### config.mk
export PLATFORM = sky130hd
export DESIGN_NAME = relr_relocation_decoder_flat
export DESIGN_NICKNAME = d
export VERILOG_FILES = /design/src/hw/rtl/relr_pkg.sv /design/src/hw/rtl/relr_in_if.sv /design/src/hw/rtl/relr_out_if.sv /design/src/hw/rtl/relr_front.sv /design/src/hw/rtl/relr_fifo.sv /design/src/hw/rtl/relr_back.sv /design/src/hw/rtl/relr_relocation_decoder.sv /design/src/flat_wrapper.sv
export SDC_FILE = /design/constraint.sdc
export NUM_CORES = 1
export LEC_CHECK = 0
export BUFFER_PORTS_ARGS = -buffer_cell sky130_fd_sc_hd__clkbuf_2
export CAP_MARGIN = 40
export CORE_MARGIN = 2
export CORE_UTILIZATION = 40
export CTS_CLUSTER_SIZE = 24
export DETAILED_ROUTE_END_ITERATION = 8
export PLACE_DENSITY = 0.58
export SETUP_SLACK_MARGIN = 0.5
export SLEW_MARGIN = 25
export SYNTH_ARGS = -nofsm -noshare
export SYNTH_HDL_FRONTEND = slang
export SYNTH_SLANG_ARGS = --single-unit
### constraint.sdc
create_clock -name clk_i -period 7.8 [get_ports clk_i]
set_input_delay 0.78 -clock clk_i [delete_from_list [all_inputs] [get_ports clk_i]]
set_output_delay 0.78 -clock clk_i [all_outputs]
set_load 0.01 [all_outputs]
### src/hw/rtl/relr_pkg.sv
// ----------------------------------------------------------------------------
// relr_pkg: shared types and constants of the relr relocation decoder
// Widths of the packed word, the queue entry format and the bit-index helper.
// ----------------------------------------------------------------------------
package relr_pkg;

  localparam int unsigned WordW     = 64;
  localparam int unsigned BitmapW   = 63;
  localparam int unsigned IdxW      = 6;
  localparam int unsigned SlotShift = 3;
  localparam int unsigned FifoDepth = 4;
  localparam int unsigned FifoPtrW  = $clog2(FifoDepth);
  localparam int unsigned FifoCntW  = FifoPtrW + 1;

  // byte distance of one slot and of one full bitmap run
  localparam logic [WordW-1:0] SlotBytes = WordW'(8);
  localparam logic [WordW-1:0] RunBytes  = WordW'(BitmapW * 8);

  // one run of patch addresses: start offset plus the slots to visit
  typedef struct packed {
    logic [WordW-1:0]   start;
    logic [BitmapW-1:0] bits;
  } relr_entry_t;

  // front to queue write request
  typedef struct packed {
    logic        valid;
    relr_entry_t entry;
  } relr_push_t;

  // index of the lowest set bit, zero for an empty vector
  function automatic logic [IdxW-1:0] lowest_set_idx(input logic [BitmapW-1:0] bits);
    logic [BitmapW-1:0] iso;
    logic [IdxW-1:0]    idx;
    iso = bits & (~bits + BitmapW'(1));
    idx = '0;
    for (int i = 0; i < BitmapW; i++) begin
      if (iso[i]) begin
        idx = idx | IdxW'(i);
      end
    end
    return idx;
  endfunction

endpackage

### src/hw/rtl/relr_in_if.sv
// ----------------------------------------------------------------------------
// relr_in_if: input channel of the relr decoder
// Valid/ready channel carrying one packed relr word and its table-end flag.
// ----------------------------------------------------------------------------
interface relr_in_if import relr_pkg::*; ();
  logic             valid;
  logic             ready;
  logic [WordW-1:0] packed_word;
  logic             table_end;

  modport source (output valid, output packed_word, output table_end, input ready);
  modport sink   (input valid, input packed_word, input table_end, output ready);
endinterface

### src/hw/rtl/relr_out_if.sv
// ----------------------------------------------------------------------------
// relr_out_if: output channel of the relr decoder
// Valid/ready channel carrying one patch address and its end-of-run flag.
// ----------------------------------------------------------------------------
interface relr_out_if import relr_pkg::*; ();
  logic             valid;
  logic             ready;
  logic [WordW-1:0] patch_address;
  logic             last_of_run;

  modport source (output valid, output patch_address, output last_of_run, input ready);
  modport sink   (input valid, input patch_address, input last_of_run, output ready);
endinterface

### src/hw/rtl/relr_front.sv
// ----------------------------------------------------------------------------
// relr_front: word classifier
// Turns each packed word into a run (start offset and slot bitmap), keeps the
// running slot offset and drops empty bitmaps.
// ----------------------------------------------------------------------------
module relr_front import relr_pkg::*; (
  input  logic       clk_i,
  input  logic       rst_ni,
  relr_in_if.sink    in_i,
  input  logic       full_i,
  output relr_push_t push_o
);

  logic [WordW-1:0] next_slot_q, next_slot_d;
  logic             accept;
  relr_entry_t      entry;

  assign in_i.ready = ~full_i;
  assign accept     = in_i.valid & ~full_i;

  // classify: offset entry is a one-slot run at the offset itself
  always_comb begin
    if (!in_i.packed_word[0]) begin
      entry.start = in_i.packed_word;
      entry.bits  = BitmapW'(1);
      next_slot_d = in_i.packed_word + SlotBytes;
    end else begin
      entry.start = next_slot_q;
      entry.bits  = in_i.packed_word[WordW-1:1];
      next_slot_d = next_slot_q + RunBytes;
    end
    if (in_i.table_end) begin
      next_slot_d = '0;
    end
  end

  // only runs with at least one slot go to the queue
  assign push_o.valid = accept & (|entry.bits);
  assign push_o.entry = entry;

  // running slot offset
  always_ff @(posedge clk_i or negedge rst_ni) begin
    if (!rst_ni) begin
      next_slot_q <= '0;
    end else if (accept) begin
      next_slot_q <= next_slot_d;
    end
  end

endmodule

### src/hw/rtl/relr_fifo.sv
// ----------------------------------------------------------------------------
// relr_fifo: run queue
// Short queue of runs between the classifier and the address generator.
// ----------------------------------------------------------------------------
module relr_fifo import relr_pkg::*; (
  input  logic        clk_i,
  input  logic        rst_ni,
  input  relr_push_t  push_i,
  input  logic        pop_i,
  output relr_entry_t entry_o,
  output logic        full_o,
  output logic        empty_o
);

  relr_entry_t         mem_q [FifoDepth];
  logic [FifoPtrW-1:0] wr_ptr_q, rd_ptr_q;
  logic [FifoCntW-1:0] count_q;
  logic                do_push, do_pop;

  assign full_o  = (count_q == FifoCntW'(FifoDepth));
  assign empty_o = (count_q == '0);
  assign do_push = push_i.valid & ~full_o;
  assign do_pop  = pop_i & ~empty_o;
  assign entry_o = mem_q[rd_ptr_q];

  // pointers and fill count
  always_ff @(posedge clk_i or negedge rst_ni) begin
    if (!rst_ni) begin
      wr_ptr_q <= '0;
      rd_ptr_q <= '0;
      count_q  <= '0;
    end else begin
      if (do_push) begin
        wr_ptr_q <= wr_ptr_q + FifoPtrW'(1);
      end
      if (do_pop) begin
        rd_ptr_q <= rd_ptr_q + FifoPtrW'(1);
      end
      if (do_push && !do_pop) begin
        count_q <= count_q + FifoCntW'(1);
      end else if (do_pop && !do_push) begin
        count_q <= count_q - FifoCntW'(1);
      end
    end
  end

  // entry storage
  always_ff @(posedge clk_i) begin
    if (do_push) begin
      mem_q[wr_ptr_q] <= push_i.entry;
    end
  end

endmodule

### src/hw/rtl/relr_back.sv
// ----------------------------------------------------------------------------
// relr_back: address generator
// Takes runs from the queue and emits one patch address per set slot,
// lowest first, through an output register.
// ----------------------------------------------------------------------------
module relr_back import relr_pkg::*; (
  input  logic             clk_i,
  input  logic             rst_ni,
  input  logic [WordW-1:0] load_base_i,
  input  relr_entry_t      entry_i,
  input  logic             empty_i,
  output logic             pop_o,
  relr_out_if.source       out_o
);

  logic                busy_q;
  logic [WordW-1:0]    base_q;
  logic [BitmapW-1:0]  bits_q, bits_d;
  logic                out_valid_q;
  logic [WordW-1:0]    addr_q, addr_d;
  logic                last_q;
  logic                load, emit;
  logic [IdxW-1:0]     idx;

  assign load  = ~busy_q & ~empty_i;
  assign emit  = busy_q & (~out_valid_q | out_o.ready);
  assign pop_o = load;

  // next slot and its address
  assign idx    = lowest_set_idx(bits_q);
  assign bits_d = bits_q & (bits_q - BitmapW'(1));
  assign addr_d = base_q + {{(WordW-IdxW-SlotShift){1'b0}}, idx, {SlotShift{1'b0}}};

  // run control and output valid
  always_ff @(posedge clk_i or negedge rst_ni) begin
    if (!rst_ni) begin
      busy_q      <= 1'b0;
      out_valid_q <= 1'b0;
    end else begin
      if (load) begin
        busy_q <= 1'b1;
      end else if (emit) begin
        busy_q <= |bits_d;
      end
      if (emit) begin
        out_valid_q <= 1'b1;
      end else if (out_o.ready) begin
        out_valid_q <= 1'b0;
      end
    end
  end

  // run payload and output payload
  always_ff @(posedge clk_i) begin
    if (load) begin
      base_q <= load_base_i + entry_i.start;
      bits_q <= entry_i.bits;
    end else if (emit) begin
      bits_q <= bits_d;
    end
    if (emit) begin
      addr_q <= addr_d;
      last_q <= ~(|bits_d);
    end
  end

  assign out_o.valid         = out_valid_q;
  assign out_o.patch_address = addr_q;
  assign out_o.last_of_run   = last_q;

endmodule

### src/hw/rtl/relr_relocation_decoder.sv
// ----------------------------------------------------------------------------
// relr_relocation_decoder: relr relative-relocation decoder
// Expands packed relr words into absolute patch addresses.
// ----------------------------------------------------------------------------
// An offset word takes a run load in the address generator, then one address;
// a bitmap word with k set slots a run load, then k addresses, one per cycle
// while the output is ready, and an empty bitmap none. The address generator
// sets the rate; the classifier takes a word every cycle while the four-entry
// run queue has room, so words are accepted while earlier runs are still being
// expanded. load_base is sampled when a run leaves the queue. The user must
// write it only while the block is idle; the block does not enforce this.
module relr_relocation_decoder import relr_pkg::*; (
  input  logic             clk_i,
  input  logic             rst_ni,
  input  logic             load_base_we_i,
  input  logic [WordW-1:0] load_base_wdata_i,
  relr_in_if.sink          in_i,
  relr_out_if.source       out_o
);

  logic [WordW-1:0] load_base_q;
  relr_push_t       push;
  relr_entry_t      head;
  logic             full, empty, pop;

  // configuration register
  always_ff @(posedge clk_i or negedge rst_ni) begin
    if (!rst_ni) begin
      load_base_q <= '0;
    end else if (load_base_we_i) begin
      load_base_q <= load_base_wdata_i;
    end
  end

  // classifier
  relr_front u_front (
    .clk_i  (clk_i),
    .rst_ni (rst_ni),
    .in_i   (in_i),
    .full_i (full),
    .push_o (push)
  );

  // run queue
  relr_fifo u_fifo (
    .clk_i   (clk_i),
    .rst_ni  (rst_ni),
    .push_i  (push),
    .pop_i   (pop),
    .entry_o (head),
    .full_o  (full),
    .empty_o (empty)
  );

  // address generator
  relr_back u_back (
    .clk_i       (clk_i),
    .rst_ni      (rst_ni),
    .load_base_i (load_base_q),
    .entry_i     (head),
    .empty_i     (empty),
    .pop_o       (pop),
    .out_o       (out_o)
  );

endmodule

### src/flat_wrapper.sv
// flat-port wrapper written by rule: the top's interface ports become plain ports
module relr_relocation_decoder_flat import relr_pkg::*;
  (clk_i, rst_ni, load_base_we_i, load_base_wdata_i, in_i_valid, in_i_packed_word, in_i_table_end, in_i_ready, out_o_valid, out_o_patch_address, out_o_last_of_run, out_o_ready);
  relr_in_if in_i_i ();
  relr_out_if out_o_i ();
  input  logic clk_i;
  input  logic rst_ni;
  input  logic load_base_we_i;
  input  logic [WordW-1:0] load_base_wdata_i;
  input wire logic [$bits(in_i_i.valid)-1:0] in_i_valid;
  input wire logic [$bits(in_i_i.packed_word)-1:0] in_i_packed_word;
  input wire logic [$bits(in_i_i.table_end)-1:0] in_i_table_end;
  output wire logic [$bits(in_i_i.ready)-1:0] in_i_ready;
  output wire logic [$bits(out_o_i.valid)-1:0] out_o_valid;
  output wire logic [$bits(out_o_i.patch_address)-1:0] out_o_patch_address;
  output wire logic [$bits(out_o_i.last_of_run)-1:0] out_o_last_of_run;
  input wire logic [$bits(out_o_i.ready)-1:0] out_o_ready;
  assign in_i_i.valid = in_i_valid;
  assign in_i_i.packed_word = in_i_packed_word;
  assign in_i_i.table_end = in_i_table_end;
  assign in_i_ready = in_i_i.ready;
  assign out_o_valid = out_o_i.valid;
  assign out_o_patch_address = out_o_i.patch_address;
  assign out_o_last_of_run = out_o_i.last_of_run;
  assign out_o_i.ready = out_o_ready;
  relr_relocation_decoder u_core (.clk_i(clk_i), .rst_ni(rst_ni), .load_base_we_i(load_base_we_i), .load_base_wdata_i(load_base_wdata_i), .in_i(in_i_i), .out_o(out_o_i));
endmodule
==> flow_summary.ini <==
[global_route]
grt_max_degree = 82
grt_pass1_vias = 25800
grt_use_total_pct = 21.1
antenna_found_initial = 7
grt_overflow = 0
grt_pass1_wl_mm = 164

[floorplanning]
dieWidth_microns = 319
die_h_microns = 319
num_rows = 115
ioPinCount = 201
core_area_sq_um = 98300
start_util_pct = 40.3
dieArea_sq_um = 101000

[logic_synthesis]
yosysTopAreaCellShare_pct = 52.8
yosysWarnings = 0
synth-edff-count = 696
ys_seq_area_share_pct = 61.4
synth_cell_types = 80
yosys.area.top_type = edfxtp_1
ys_dominant_reg_cell = edfxtp_1
ys_async_sr_fraction_pct = 16.3
post-synth-top-count-cell = edfxtp_1
synth_area_leaders = edfxtp_1 53%, dfrtp_1 8.6%, mux4_2 7.2%, mux2_2 3.6%, nand2_1 2.6%
syn_area_sq_um = 39600
syn_inst = 2935
syn_area_per_cell_sq_um = 13.5
synth_seq_cells = 832
synthTopCellsByCount = 696 x edfxtp_1, 274 x nand2_1, 171 x o21ai_0
syn-num-nets = 3146

[cts]
root_buffer = clkbuf_16
cts_made_buffers = 89
path_clk_slew_ns = 0.07
cts_tree = done
cts.sinks = 832
htree_levels = 3
ctsLongestPathBuffers = 3
worstSkewPairLatency_ns = 0.66

[detailed_routing]
ant_nets = 0
wl_per_cell_microns = 23.9
viasPerCell = 5.77
route.vias.total = 26100
drtIter0Drc = 2567
drc = 0
dr.pass1.iters = 6
wl_mm = 108

[critical_path]
path_class = flip-flop to flip-flop
arrival_ns = 7.20
required_ns = 8.19
cp_max_fo = 8
cp-start-kind = flip-flop
cp-end-kind = flip-flop

[timing]
finalSetupTns_ns = 0
max-slew-margin-rel_pct = 39.0
setup_ws_ns = 0.990
rsz0062_at_grt = false
fin_crit_sh_pct = 87.3
finalHoldViolations = 0
setup_viol = 0
slew_violations = 0
fmax_mhz = 147
worstMarginPinSlew_ns = 0.892
post-route-min-period_ns = 6.81
fin_worst_skew_ns = 0.0297

[finish]
regArea_sq_um = 24300
syn_to_final_growth_pct = 14.6
fin_nets = 3375
drive_gt1_share_pct = 20.8
n_fill_cell = 8797
multi_input_area_sq_um = 14600

[placement]
preCtsSetupSlack_ns = 0.404
hpwl_mm = 76.7
io_buffers = 200
place.gp.congestion = 0.919

[worst_hold_path]
worstHoldPathType = input port to flip-flop

[power]
irDropWorstVdd_mv = 0.161
p_leak_nw = 15.9
pwr_density_cell_nw_per_um2 = 275

[flow_run]
max_cap_violations = 0

[status]
outcome = completed
[final timing paths]
| path | slack (ns) | end | cells after the start | start |
|---|---|---|---|---|
| hold / removal | 0.37 | u_core.load_base_q[48]$_DFFE_PN0P_ | 2 | load_base_wdata_i[48] |
| hold reg to reg | 0.42 | u_core.u_back.out_o.patch_address[1]$_DFFE_PP_ | 0 | u_core.u_back.base_q[1]$_DFFE_PP_ |
| min in group asynchronous | 0.58 | u_core.u_fifo.rd_ptr_q[0]$_DFFE_PN0P_ | 2 | rst_ni |
| max in group asynchronous | 6.13 | u_core.u_fifo.rd_ptr_q[1]$_DFFE_PN0P_ | 4 | rst_ni |
| setup / recovery | 0.99 | u_core.u_back.out_o.patch_address[39]$_DFFE_PP_ | 21 | u_core.u_back.bits_q[30]$_DFFE_PP_ |
| setup reg to reg | 0.99 | u_core.u_back.out_o.patch_address[39]$_DFFE_PP_ | 21 | u_core.u_back.bits_q[30]$_DFFE_PP_ |
[power by group]
group          switching [mW]  leakage [nW]  internal (mW)
logic                    1.32          6.41          0.780
registers               0.295          8.04           5.71
clock network            1.78          1.48           2.60
total                    3.39          15.9           9.10
[critical path, cell delays in order, from the launching register on]
cell and delay (ns):
edfxtp_1 0.54, or4_1 0.61, nor4_1 0.37, nand3_1 0.32, or4_4 0.66, or3_1 0.44, or3_4 0.37, o31ai_1 0.32
or4_1 0.27, inv_1 0.09, fa_1 0.44, nor2b_1 0.12, o21ai_0 0.10, a21boi_0 0.25, o21ai_0 0.14, nand2b_2 0.11
buf_12 0.15, nor2b_1 0.34, nand4_1 0.33, nor2_1 0.31, nand3_1 0.13, xnor2_1 0.13
[what timing repair did]
item,CTS,global route
gates resized for setup,1,1
setup endpoints to repair,8,10
buffers inserted,0,2
hold buffers,1,0
cloned,0,0
endpoints found under the hold margin,18,0
[cell usage in the layout (no fill, tap or decap), types with 12 or more instances in the layout]
cell type / instances
a21o_1: 40
a22oi_1: 34
nor4_1: 31
mux2_2: 128
nor2_1: 156
a211oi_1: 12
and2_1: 70
nor2b_1: 17
clkbuf_8: 13
nor3_1: 66
clkbuf_1: 24
nand4_1: 49
ha_1: 75
xor2_1: 75
nand2_1: 273
a31oi_1: 22
and3_1: 44
nand2b_1: 15
edfxtp_1: 696
mux2i_1: 12
clkbuf_2: 197
inv_1: 63
mux4_2: 126
xnor2_1: 102
o31ai_1: 20
a21oi_1: 95
nand3_1: 95
buf_4: 41
dfrtp_1: 134
clkinv_2: 13
and4_1: 16
or3_1: 20
o21ai_0: 171
clkbuf_16: 92
[metal layers]
metal / track usage [%] / vias up / share of wire (%)
met4: 5.38 / 8 / 2.3
met1: 30.1 / 13300 / 45
met3: 3.30 / 166 / 5.6
met2: 33.6 / 860 / 47
li1: - / 11800 / -
met5: 0 / - / 0.043
[logic make-up after synthesis]
kind of cell,share of synthesized area [%]
XOR/XNOR,3.92
AND/OR/NAND/NOR,11.4
multiplexers,11.1
adder cells (fa/ha/maj),2.57
buffers and inverters,1.78
flip-flops,61.4
AO/OA/AOI/OAI,7.78
[metrics by stage]
stage / util [%] / total power, mW / hold slack (ns) / std cells / instance area, sq um
2_1_floorplan: - / 7.49 / 0.400 / 2935 / 39600
3_3_place_gp: 42.8 / 8.08 / 0.404 / 4345 / 42100
3_5_place_dp: 42.9 / 8.19 / 0.412 / 4353 / 42100
4_1_cts: 46.0 / 12.6 / 0.323 / 4522 / 45200
5_1_grt: 46.1 / 13.0 / 0.338 / 4529 / 45300
6_report: 46.1 / 12.5 / 0.365 / 4529 / 45300
[registers in the layout (all words and copies together) (netlist names)]
name and count:
u_core.u_back.out_o.patch_address 64, u_core.u_fifo.mem_q 504, u_core.u_back.bits_q 63, u_core.u_back.busy_q 1
u_core.u_back.out_o.valid 1, u_core.u_back.base_q 64, u_core.u_fifo.count_q 3, u_core.u_back.out_o.last_of_run 1
u_core.u_fifo.wr_ptr_q 2, u_core.u_fifo.rd_ptr_q 2, u_core.u_front.next_slot_q 63, u_core.load_base_q 64
[area by class of cell]
class                           count  share of cell area [%]
Tap cell                         1287                    3.55
Sequential cell                   832                    53.6
Clock buffer                      129                    5.67
Multi-Input combinational cell   1921                    32.2
Inverter                           65                   0.544
Antenna cell                        1                 0.00552
Clock inverter                     39                    1.06
Timing Repair Buffer              255                    3.37
Power figures use the tool's default switching activity.
